### src/hdl/msh_pkg.sv
// ----------------------------------------------------------------------------
// Scatter histogram package
// Shared types, codes and defaults of the masked scatter histogram unit.
// ----------------------------------------------------------------------------
package msh_pkg;

   localparam int BINS_DEFAULT       = 65536;
   localparam int COUNT_BITS_DEFAULT = 32;
   localparam int VALUE_BITS_DEFAULT = 16;

   localparam int OUT_COUNT_BITS = 32;
   localparam int INDEX_BITS     = 16;
   localparam int ADDR_BITS      = 3;

   typedef enum logic [1:0] {
      OP_PIXEL = 2'd0,
      OP_COND  = 2'd1,
      OP_READ  = 2'd2,
      OP_CLEAR = 2'd3
   } opcode_type;

   typedef enum logic [1:0] {
      ST_DONE     = 2'd0,
      ST_NOT_MEMB = 2'd1,
      ST_NULL     = 2'd2,
      ST_RANGE    = 2'd3
   } status_type;

   typedef enum logic [2:0] {
      REG_A_MIN   = 3'd0,
      REG_A_MAX   = 3'd1,
      REG_B_MIN   = 3'd2,
      REG_B_MAX   = 3'd3,
      REG_RAS_ON  = 3'd4,
      REG_PLOT_ON = 3'd5
   } reg_addr_type;

   // Commands from the controller to the datapath.
   typedef struct packed {
      logic capture;   // latch the request fields
      logic mult;      // register products
      logic index;     // form bin index and range flags
      logic lookup;    // issue memory reads
      logic decide;    // evaluate result and write memories
      logic clear_we;  // clearing pass write
   } dp_cmd_type;

endpackage

### src/hdl/msh_ctrl.sv
// ----------------------------------------------------------------------------
// Scatter histogram controller
// Sequences the clearing pass after reset and the steps of one item.
// ----------------------------------------------------------------------------
module msh_ctrl #(
   parameter int BINS = msh_pkg::BINS_DEFAULT
) (
   input  logic                clock,
   input  logic                reset,
   input  logic                start,
   output logic                busy,
   output logic                clearing,
   output logic [$clog2(BINS)-1:0] clear_addr,
   output msh_pkg::dp_cmd_type cmd
);
   import msh_pkg::*;

   localparam int AW = $clog2(BINS);

   typedef enum logic [2:0] {
      S_CLEAR, S_IDLE, S_MULT, S_INDEX, S_LOOKUP, S_DECIDE
   } state_type;

   state_type         state_ff;
   logic [AW-1:0]     clr_ff;

   always_ff @(posedge clock) begin
      if (reset) begin
         state_ff <= S_CLEAR;
         clr_ff   <= '0;
      end else begin
         unique case (state_ff)
            S_CLEAR: begin
               clr_ff <= clr_ff + 1'b1;
               if (clr_ff == AW'(BINS - 1)) state_ff <= S_IDLE;
            end
            S_IDLE:   if (start) state_ff <= S_MULT;
            S_MULT:   state_ff <= S_INDEX;
            S_INDEX:  state_ff <= S_LOOKUP;
            S_LOOKUP: state_ff <= S_DECIDE;
            S_DECIDE: state_ff <= S_IDLE;
            default:  state_ff <= S_IDLE;
         endcase
      end
   end

   assign busy       = (state_ff != S_IDLE);
   assign clearing   = (state_ff == S_CLEAR);
   assign clear_addr = clr_ff;

   always_comb begin
      cmd          = '0;
      cmd.capture  = (state_ff == S_IDLE) && start;
      cmd.mult     = (state_ff == S_MULT);
      cmd.index    = (state_ff == S_INDEX);
      cmd.lookup   = (state_ff == S_LOOKUP);
      cmd.decide   = (state_ff == S_DECIDE);
      cmd.clear_we = (state_ff == S_CLEAR);
   end

endmodule

### config.mk
export PLATFORM = sky130hd
export DESIGN_NAME = msh_ctrl
export DESIGN_NICKNAME = d
export VERILOG_FILES = /design/src/hdl/msh_pkg.sv /design/src/hdl/msh_ctrl.sv
export SDC_FILE = /design/constraint.sdc
export NUM_CORES = 1
export LEC_CHECK = 0
export BUFFER_PORTS_ARGS = -buffer_cell sky130_fd_sc_hd__buf_4
export CAP_MARGIN = 20
export CORE_MARGIN = 8
export CORE_UTILIZATION = 26
export CTS_BUF_LIST = sky130_fd_sc_hd__clkbuf_8
export CTS_CLUSTER_DIAMETER = 200
export DETAILED_ROUTE_END_ITERATION = 7
export HOLD_SLACK_MARGIN = 0.1
export SLEW_MARGIN = 20
export SYNTH_ARGS = -nofsm -noshare
export SYNTH_HDL_FRONTEND = slang
export SYNTH_SLANG_ARGS = --single-unit
export TNS_END_PERCENT = 100
### constraint.sdc
create_clock -name clock -period 4.9 [get_ports clock]
set_input_delay 0.98 -clock clock [delete_from_list [all_inputs] [get_ports clock]]
set_output_delay 0.98 -clock clock [all_outputs]
set_load 0.02 [all_outputs]
# Word level (Yosys, flattened, before mapping)
# Cells that the tools add are included.
# W data, S select, Z words.
[word_totals] reg_bits=19 inputBits=3 out_inout_bits=24
[classes] addsub=1 eq_ne=9 n_mux=3 reduce_logical=3
[op_table] op="$add A16 B1 Y16 const B" n=1
[op_table] op="$eq A16 B16 Y1 const B" n=1
[op_table] op="$pmux W3 S5" n=1
[op_table] op="$eq A3 B2 Y1 const B" n=2
[op_table] op="$eq A3 B3 Y1 const B" n=2
[op_table] op="$mux W3" n=2
[op_table] op="$eq A3 B1 Y1 const B" n=1
[op_table] op="$logic_not A3 Y1" n=1
[op_table] op="$ne A3 B1 Y1 const B" n=1
[op_table] op="$ne A2 B1 Y1 const B" n=1
[op_table] op="$ne A2 B2 Y1 const B" n=1
[op_table] op="$reduce_and A2 Y1" n=1
[op_table] op="$logic_and A1 B1 Y1" n=1

# Logic depth before layout (Yosys ltp)
# Gate-level depths: netlist of the first run.
[depth] depth_word=3 ltp_mapped=6 mapped_depth_nobuf=5

# Worst setup path before layout of the first run
# OpenSTA, ideal clock, no wires.
[synth_timing] path_kind="in2out" startpoint="in start" endpoint="out cmd[5] in the netlist's numbering" t_arrival_ns=1.294 required_ns=3.920 slack_ns=2.626 cell_stages=2 path_buffers=0 cell_sequence="inv_1 > nor2_1"
[synth_lines] element="start: declaration" line="msh_ctrl.sv:10" text="input logic start,"
[synth_lines] element="end: declaration" line="msh_ctrl.sv:14" text="output msh_pkg::dp_cmd_type cmd"

# Final worst setup path of the first run
[layout_timing] startpoint="reg state_ff[0]" endpoint="out clearing"
[layout_via] elab_chain_cells=1
[layout_rtl] element="start: declaration" line="msh_ctrl.sv:24" text="state_type state_ff;"
[layout_rtl] element="start signal: assignment" line="msh_ctrl.sv:29" text="state_ff <= S_CLEAR;"
[layout_rtl] element="start signal: assignment" line="msh_ctrl.sv:35" text="if (clr_ff == AW'(BINS - 1)) state_ff <= S_IDLE;"
[layout_rtl] element="start signal: assignment" line="msh_ctrl.sv:37" text="S_IDLE: if (start) state_ff <= S_MULT;"
[layout_rtl] element="$logic_not A3 Y1" line="msh_ctrl.sv:48" text="assign clearing = (state_ff == S_CLEAR);"
[layout_rtl] element="end: declaration" line="msh_ctrl.sv:12" text="output logic clearing,"
# Every way passes these cells.

==> reports/metrics.yaml, run 1 <==
status: "finished, final reports clean"
crit_fanout: 14
gr-usage-all-layers: 0.0747
cts_tree: "done"
fin_crit_ps: 2590
min_path_type: "flip-flop to flip-flop"
crit_path_end_kind: "output port"
num_rows: 21
synth_seq_cells: 19
p_int_mw: 0.219
io_buffer_count: 26
post_cts_buffers: 0
routed_wl_um: 2000
vias_per_cell: 4.56
drt_iter0_drc: 28
htree_levels: 1
insertion_delay_ps: 250
synth_nets: 112
muxShareOfSynthArea: 0.0372
synth.distinct_cells: 28
ios: 27
leakagePower_nw: 0.460
p_sw_mw: 0.0617
p_sw_frac: 0.220
dpl.hpwl_um: 1540
cts_resized: 0
layout_common_cells: "buf_4 (26), nor2_1 (19), dfxtp_1 (19)"
synth_compound_area_frac: 0.0303
nets: 138
syn_avg_cell_area_um2: 8.40
syn_inst: 108
die_x_um: 75.1
instances_no_fill: 179
root_buffer: "clkbuf_8"
antenna_left: 0
drc_errors: 0
grt_start_max_net_pins: 23
dp_cells: 175
seq_area_frac_synth: 0.419
rsz0062_at_grt: "no"
clockPowerShare: 0.374
worst_slew_pin_slew_ps: 413
fp.dieH_um: 75.1
synthSimpleGateAreaFrac: 0.338
relSlewSlack: 0.725
peakVddDrop_uv: 99.5
startpoint_type: "flip-flop"
clk_path_buf_depth: 2
grt_pass1_vias: 760
n_fill_cell: 356
fin_skew_ps: 1.24
fmaxAchievable_mhz: 386
setup_violations: 0
power.density_nw_per_um2: 239
vias: 817
synth_top_family_by_area: "simple AND/OR/NAND/NOR gates"
gp_congestion: 0.726
layout_commonest_cell: "buf_4"
yosys_warnings: 0
grt_pass1_wl_um: 3340
overflow: 0
cts_hold_buffers: 0
drv_slew: 0
timing.max_cap.violations: 0
cts_buffers: 3
routedWlPerCell_um: 11.2
critPathRequiredTime_ps: 3920
start_util: 0.272
setup.worst_path.class: "flip-flop to output port"
worstPathArrival_ps: 1610
combPwrFrac: 0.056
synth-xor-area-share: 0.106
clock_sinks: 19
power_frac_seq: 0.569
synthAdderAreaFrac: 0.0138
fin_crit_sh: 0.528
clkTransAtPathRegs_ps: 70
syn_area_um2: 907
layout-drive-gt1-share: 0.241
firstDrtPassIters: 5
finalHoldViolCount: 0
diodes: 0
syn2layout_area_growth_pct: 29.4
antenna_found_initial: 0
dieArea_um2: 5630
fin_tns_setup_ps: 0
core-area_um2: 3340
## metrics by stage
stage | area (µm²) | hold slack (ps) | util | setup slack (ps) | power (mW)
floorplan | 907 | 490 | - | 2630 | 0.172
global placement | 1130 | 498 | 0.338 | 2590 | 0.179
detailed placement | 1130 | 507 | 0.338 | 2570 | 0.179
CTS | 1170 | 518 | 0.352 | 2300 | 0.285
finish | 1170 | 517 | 0.352 | 2310 | 0.280
global route | 1170 | 555 | 0.352 | 2190 | 0.293
## Yosys cell counts
library cell  instances  share of area
nor3b_1               2          0.017
nor2_1               19          0.079
nand4_1               6          0.041
and3b_1               1         0.0097
nor2b_1               4          0.028
and2_1                1         0.0069
clkbuf_1              2         0.0083
buf_6                 1          0.012
buf_4                 1         0.0083
or3_1                 2          0.014
a21oi_1               3          0.017
nand3_1               4          0.022
and4_1                1         0.0097
nand2b_1              1         0.0069
buf_2                 1         0.0055
xnor2_1               9          0.087
nor4_1                5          0.034
mux2_2                3          0.037
dfxtp_1              19           0.42
or4_1                 1         0.0083
ha_1                  1          0.014
and2b_1               1         0.0083
a211oi_1              1         0.0083
o21ai_0               1         0.0055
nand2_1               5          0.021
xor2_1                2          0.019
inv_1                 5          0.021
nor3_1                6          0.033
## final timing paths
path / startpoint / to / slack [ps] / cells past startpoint
hold reg to reg: clear_addr[1] / clear_addr[1] / 520 / 2
setup reg to reg: state_ff[0] / clear_addr[14] / 3060 / 4
hold / removal: clear_addr[1] / clear_addr[1] / 520 / 2
setup / recovery: state_ff[0] / clearing / 2310 / 3
## power by group through the flow
stage / combinational, mW / clock (mW) / sequential (mW)
after floorplan: 0.00663 / 0 / 0.166
after global placement: 0.0157 / 0 / 0.163
after detailed placement: 0.0161 / 0 / 0.163
after CTS: 0.0162 / 0.109 / 0.160
after global routing: 0.0177 / 0.115 / 0.160
final: 0.0158 / 0.105 / 0.160
## registers in the layout (all words and copies together) (netlist names)
register / flops
state_ff: 3
clear_addr: 16
## critical path, stage by stage (launching register included)
cell and delay [ps]:
dfxtp_1 340, or3_1 570, inv_1 260, buf_4 190
## metal layers
metal	GRT usage	vias to the layer above	part of all wire
met5	0	-	0
met4	0.0261	0	0.0065
met3	0.0240	2	0.10
met2	0.124	23	0.43
met1	0.0876	370	0.46
li1	-	422	-
## cells by family (layout without fill, tap and decap cells)
logic type	Yosys count	in the layout
compound gates	5	5
mux	3	3
xor+xnor	11	11
fa+ha+maj	1	1
buf+inv	10	35
simple gates	59	59
flops	19	19
## final cells by class
type                            count  area, µm²  area share
Multi-Input combinational cell     79        477       0.406
Clock buffer                        3       41.3      0.0352
Timing Repair Buffer               26        195       0.166
Clock inverter                      1       3.75     0.00320
Inverter                            5       18.8      0.0160
Tap cell                           46       57.6      0.0490
Sequential cell                    19        380       0.324
Note: power is estimated with default switching activity, not from simulation.
==> run 2: changes to the inputs <==
==> constraint.sdc (replaced) <==
create_clock -name clock -period 2.3 [get_ports clock]
set_input_delay 0.46 -clock clock [delete_from_list [all_inputs] [get_ports clock]]
set_output_delay 0.46 -clock clock [all_outputs]
set_load 0.02 [all_outputs]
==> reports/metrics.yaml, run 2 (synthesis results as in run 1) <==
status: "finished, final reports clean"  # unchanged
insertion_delay_ps: 250  # about the same
post-place-ws_ps: 497  # was 2570 ps
critPathCapture: "clearing"  # unchanged
largest_reg_flops: 16  # unchanged
min_path_type: "flip-flop to flip-flop"  # unchanged
fin_crit_ps: 2090
crit_fanout: 14  # unchanged
r2r_start: "state_ff[0]"  # unchanged
cpPeakStageDelay_ps: 580  # was 570 ps
fmaxAchievable_mhz: 478
antenna_left: 0  # unchanged
ios: 27  # unchanged
r2r-end: "clear_addr[14]"  # unchanged
p_total_mw: 0.599  # was 0.280 mW
nets: 138  # unchanged
finalHoldViolCount: 0  # unchanged
peakVddDrop_uv: 129  # was 99.5 µV
dpl.hpwl_um: 1580  # was 1540 µm
diodes: 0  # unchanged
cts_buffers: 3  # unchanged
post_cts_buffers: 0  # unchanged
setup_violations: 0  # unchanged
fin_skew_ps: 4.25  # was 1.24 ps
drv_slew: 0  # unchanged
finalWorstSetupSlack_ps: 208  # was 2310 ps
io_buffer_count: 26  # unchanged
n_fill_cell: 363  # was 356
placed_area_um2: 1130  # unchanged
rsz0062_at_grt: "no"  # unchanged
grt_start_max_net_pins: 23  # unchanged
num_rows: 21  # unchanged
root_buffer: "clkbuf_8"  # unchanged
power.density_nw_per_um2: 510  # was 239 nW/µm²
startpoint: "state_ff[0]"  # unchanged
vias_per_cell: 4.53  # was 4.56
design_area_um2: 1170  # unchanged
firstDrtPassIters: 4  # was 5
r2r_slack_ps: 500  # was 3060 ps
cts_tree: "done"  # unchanged
cpMaxStageDelayCell: "or3_1"  # unchanged
crit_path_end_kind: "output port"  # unchanged
setup.worst_path.class: "flip-flop to output port"  # unchanged
die_x_um: 75.1  # unchanged
dieArea_um2: 5630  # unchanged
drt_iter0_drc: 48  # was 28
routed_wl_um: 2090  # was 2000 µm
reg2reg_depth: 4  # unchanged
syn2layout_area_growth_pct: 29.4  # unchanged
fin_crit_sh: 0.909
layout-drive-gt1-share: 0.241  # unchanged
clock_sinks: 19  # unchanged
clkTransAtPathRegs_ps: 70  # about the same
leakagePower_nw: 0.460  # unchanged
core-area_um2: 3340  # unchanged
clk_path_buf_depth: 2  # unchanged
htree_levels: 1  # unchanged
antenna_found_initial: 0  # unchanged
startpoint_type: "flip-flop"  # unchanged
overflow: 0  # unchanged
worstPathArrival_ps: 1630  # was 1610 ps
gp_congestion: 0.716  # was 0.726
vias: 811  # was 817
layout_commonest_cell: "buf_4"  # unchanged
timing.max_cap.violations: 0  # unchanged
worst_slew_pin_slew_ps: 433  # was 413 ps
start_util: 0.272  # unchanged
fp.dieH_um: 75.1  # unchanged
fin_tns_setup_ps: 0  # unchanged
cts_resized: 0  # unchanged
grt_pass1_wl_um: 3390  # was 3340 µm
drc_errors: 0  # unchanged
layout_common_cells: "buf_4 (26), nor2_1 (19), dfxtp_1 (19)"  # unchanged
routedWlPerCell_um: 11.7  # was 11.2 µm
cts_hold_buffers: 0  # unchanged
crit_chain: "or3_1 > inv_1 > buf_4"  # unchanged
gr-usage-all-layers: 0.0767  # was 0.0747
relSlewSlack: 0.711  # was 0.725
grt_pass1_vias: 770  # was 760
critPathRequiredTime_ps: 1840  # was 3920 ps
-- run 2: critical path, delay by kind of cell (launching register included) --
family / cells / cell delay [ps]
and+or+nand+nor: 1 / 580
buffers and inverters: 2 / 460
DFF: 1 / 340
-- run 2: metal layers --
layer	up-vias	routed length, µm	track usage
li1	419	-	-
met1	367	913	0.0824
met2	21	933	0.132
met3	4	213	0.0266
met4	0	27	0.0326
met5	-	0	0
-- run 2: worst min-delay path by stage --
stage	from	endpoint	slack (ps)	depth (start not counted)
floorplan	state_ff[2]	state_ff[1]	490	1
global placement	clear_addr[1]	clear_addr[1]	500	2
detailed placement	clear_addr[1]	clear_addr[1]	510	2
CTS	clear_addr[1]	clear_addr[1]	520	2
global route	clear_addr[1]	clear_addr[1]	550	2
finish	clear_addr[1]	clear_addr[1]	510	2
-- run 2: area by class of cell --
type	count	area [µm²]	area share
multi-input combinational	79	477	0.406
sequential	19	380	0.324
timing repair buffer	26	195	0.166
tap	46	57.6	0.0490
clock buffer	3	41.3	0.0352
inverter	5	18.8	0.0160
clock inverter	1	3.75	0.00320
-- run 2: power by group --
group	switching, mW	leakage, nW	total, mW	internal, mW
logic	0.0199	0.280	0.0338	0.0139
clock network	0.106	0.0269	0.225	0.119
registers	0.00635	0.154	0.340	0.334
-- run 2: metrics by stage --
step / utilization / hold slack (ps) / instances
final: 0.352 / 513 / 179
after global routing: 0.352 / 554 / 179
after CTS: 0.352 / 520 / 179
after detailed placement: 0.338 / 511 / 175
after global placement: 0.338 / 499 / 175
after floorplan: - / 490 / 108
==> run 3: changes to the inputs <==
--- a/config.mk
+++ b/config.mk
@@ -13,6 +13,7 @@
 export CTS_CLUSTER_DIAMETER = 200
 export DETAILED_ROUTE_END_ITERATION = 7
 export HOLD_SLACK_MARGIN = 0.1
+export PLACE_DENSITY_LB_ADDON = 0.2
 export SLEW_MARGIN = 20
 export SYNTH_ARGS = -nofsm -noshare
 export SYNTH_HDL_FRONTEND = slang
==> reports/metrics.yaml, run 3 (synthesis results as in run 1) <==
vias_per_cell: 4.53  # unchanged
power_frac_seq: 0.553  # was 0.568
firstDrtPassIters: 6  # was 4
worstPathArrival_ps: 1630  # about the same
cts_tree: "done"  # unchanged
startpoint_type: "flip-flop"  # unchanged
r2r-end: "clear_addr[14]"  # unchanged
power.density_nw_per_um2: 524  # was 510 nW/µm²
crit_chain: "or3_1 > inv_1 > buf_4"  # unchanged
routedWlPerCell_um: 12.2  # was 11.7 µm
nets: 138  # unchanged
crit_buf_inv: 2  # unchanged
p_sw_mw: 0.147  # was 0.132 mW
cpMaxStageDelayCell: "or3_1"  # unchanged
cts_buffers: 3  # unchanged
start_util: 0.272  # unchanged
clkTransAtPathRegs_ps: 80  # was 70 ps
finalWorstSetupSlack_ps: 211  # was 208 ps
clk_path_buf_depth: 2  # unchanged
layout-drive-gt1-share: 0.248  # was 0.241
setup_violations: 0  # unchanged
reg2reg_depth: 4  # unchanged
fin_crit_sh: 0.908  # was 0.909
htree_levels: 1  # unchanged
drt_iter0_drc: 25  # was 48
p_sw_frac: 0.239  # was 0.221
layout_commonest_cell: "buf_4"  # unchanged
critPathCapture: "clearing"  # unchanged
drv_slew: 0  # unchanged
antenna_left: 0  # unchanged
status: "finished, final reports clean"  # unchanged
num_rows: 21  # unchanged
largest_reg_flops: 16  # unchanged
fin_crit_ps: 2090  # about the same
cts_hold_buffers: 0  # unchanged
fmaxAchievable_mhz: 479  # was 478 MHz
post_cts_buffers: 0  # unchanged
fp.dieH_um: 75.1  # unchanged
clockPowerShare: 0.392  # was 0.375
routed_wl_um: 2180  # was 2090 µm
ios: 27  # unchanged
rsz0062_at_grt: "no"  # unchanged
worst_slew_pin_slew_ps: 418  # was 433 ps
gr-usage-all-layers: 0.0825  # was 0.0767
finalHoldViolCount: 0  # unchanged
peakVddDrop_uv: 254  # was 129 µV
n_fill_cell: 356  # was 363
cpPeakStageDelay_ps: 570  # was 580 ps
setup.worst_path.class: "flip-flop to output port"  # unchanged
p_total_mw: 0.616  # was 0.599 mW
cp.depth: 3  # unchanged
layout_common_cells: "buf_4 (26), nor2_1 (19), dfxtp_1 (19)"  # unchanged
syn2layout_area_growth_pct: 29.5  # was 29.4%
core-area_um2: 3340  # unchanged
diodes: 0  # unchanged
grt_start_max_net_pins: 23  # unchanged
fin_skew_ps: 4.98  # was 4.25 ps
fin_tns_setup_ps: 0  # unchanged
insertion_delay_ps: 260  # was 250 ps
antenna_found_initial: 0  # unchanged
r2r_slack_ps: 470  # was 500 ps
dp_cells: 175  # unchanged
gp_congestion: 0.711  # was 0.716
min_path_type: "input pin to flip-flop"  # was flip-flop to flip-flop
critPathRequiredTime_ps: 1840  # about the same
p_int_mw: 0.468  # was 0.466 mW
die_x_um: 75.1  # unchanged
vias: 811  # unchanged
timing.max_cap.violations: 0  # unchanged
dpl.hpwl_um: 1560  # was 1580 µm
grt_pass1_vias: 798  # was 770
leakagePower_nw: 0.459  # was 0.460 nW
crit_fanout: 14  # unchanged
dieArea_um2: 5630  # unchanged
overflow: 0  # unchanged
root_buffer: "clkbuf_8"  # unchanged
relSlewSlack: 0.721  # was 0.711
critPathTopFamily: "simple AND/OR/NAND/NOR gates"  # unchanged
startpoint: "state_ff[0]"  # unchanged
grt_pass1_wl_um: 3660  # was 3390 µm
clock_sinks: 19  # unchanged
combPwrFrac: 0.055  # was 0.057
crit_path_end_kind: "output port"  # unchanged
instances_no_fill: 179  # unchanged
fin_util: 0.352  # about the same
io_buffer_count: 26  # unchanged
drc_errors: 0  # unchanged
cts_resized: 0  # unchanged
post-place-ws_ps: 477  # was 497 ps
r2r_start: "state_ff[0]"  # unchanged
==> run 3: power by group through the flow <==
stage	sequential (mW)	combinational (mW)	clock, mW
5_1_grt	0.342	0.0375	0.268
2_1_floorplan	0.353	0.0141	0
3_5_place_dp	0.349	0.0346	0
3_3_place_gp	0.348	0.0341	0
4_1_cts	0.341	0.0348	0.247
6_report	0.341	0.0339	0.241
==> run 3: layout make-up <==
class / count / area (µm²) / area share
Multi-Input combinational cell: 79 / 477 / 0.406
Sequential cell: 19 / 380 / 0.324
Timing Repair Buffer: 26 / 195 / 0.166
Tap cell: 46 / 57.6 / 0.0490
Clock buffer: 3 / 41.3 / 0.0351
Inverter: 5 / 18.8 / 0.0160
Clock inverter: 1 / 5.00 / 0.00426
==> run 3: how the worst min path moves through the flow <==
stage | start | to | slack (ps) | cells past startpoint
after CTS | start | state_ff[1] | 520 | 3
after global routing | start | state_ff[1] | 520 | 3
final | start | state_ff[1] | 510 | 3
after detailed placement | clear_addr[1] | clear_addr[1] | 530 | 2
after floorplan | state_ff[2] | state_ff[1] | 490 | 1
after global placement | clear_addr[1] | clear_addr[1] | 520 | 2
==> run 3: layer usage <==
layer	track usage	part of all wire
met1	0.0970	0.44
met2	0.127	0.43
met3	0.0413	0.12
met4	0.0261	0.0055
met5	0	0
==> run 3: through the flow <==
stage	hold slack (ps)	cell area (µm²)
after detailed placement	526	1130
after global routing	519	1170
final	515	1170
after floorplan	490	907
after CTS	518	1170
after global placement	515	1130
==> run 3: worst register-to-register path, delay by kind of cell, from the launching register on <==
family,cells,cell delay (ps)
flops,1,340
mux,1,280
simple gates,3,1090
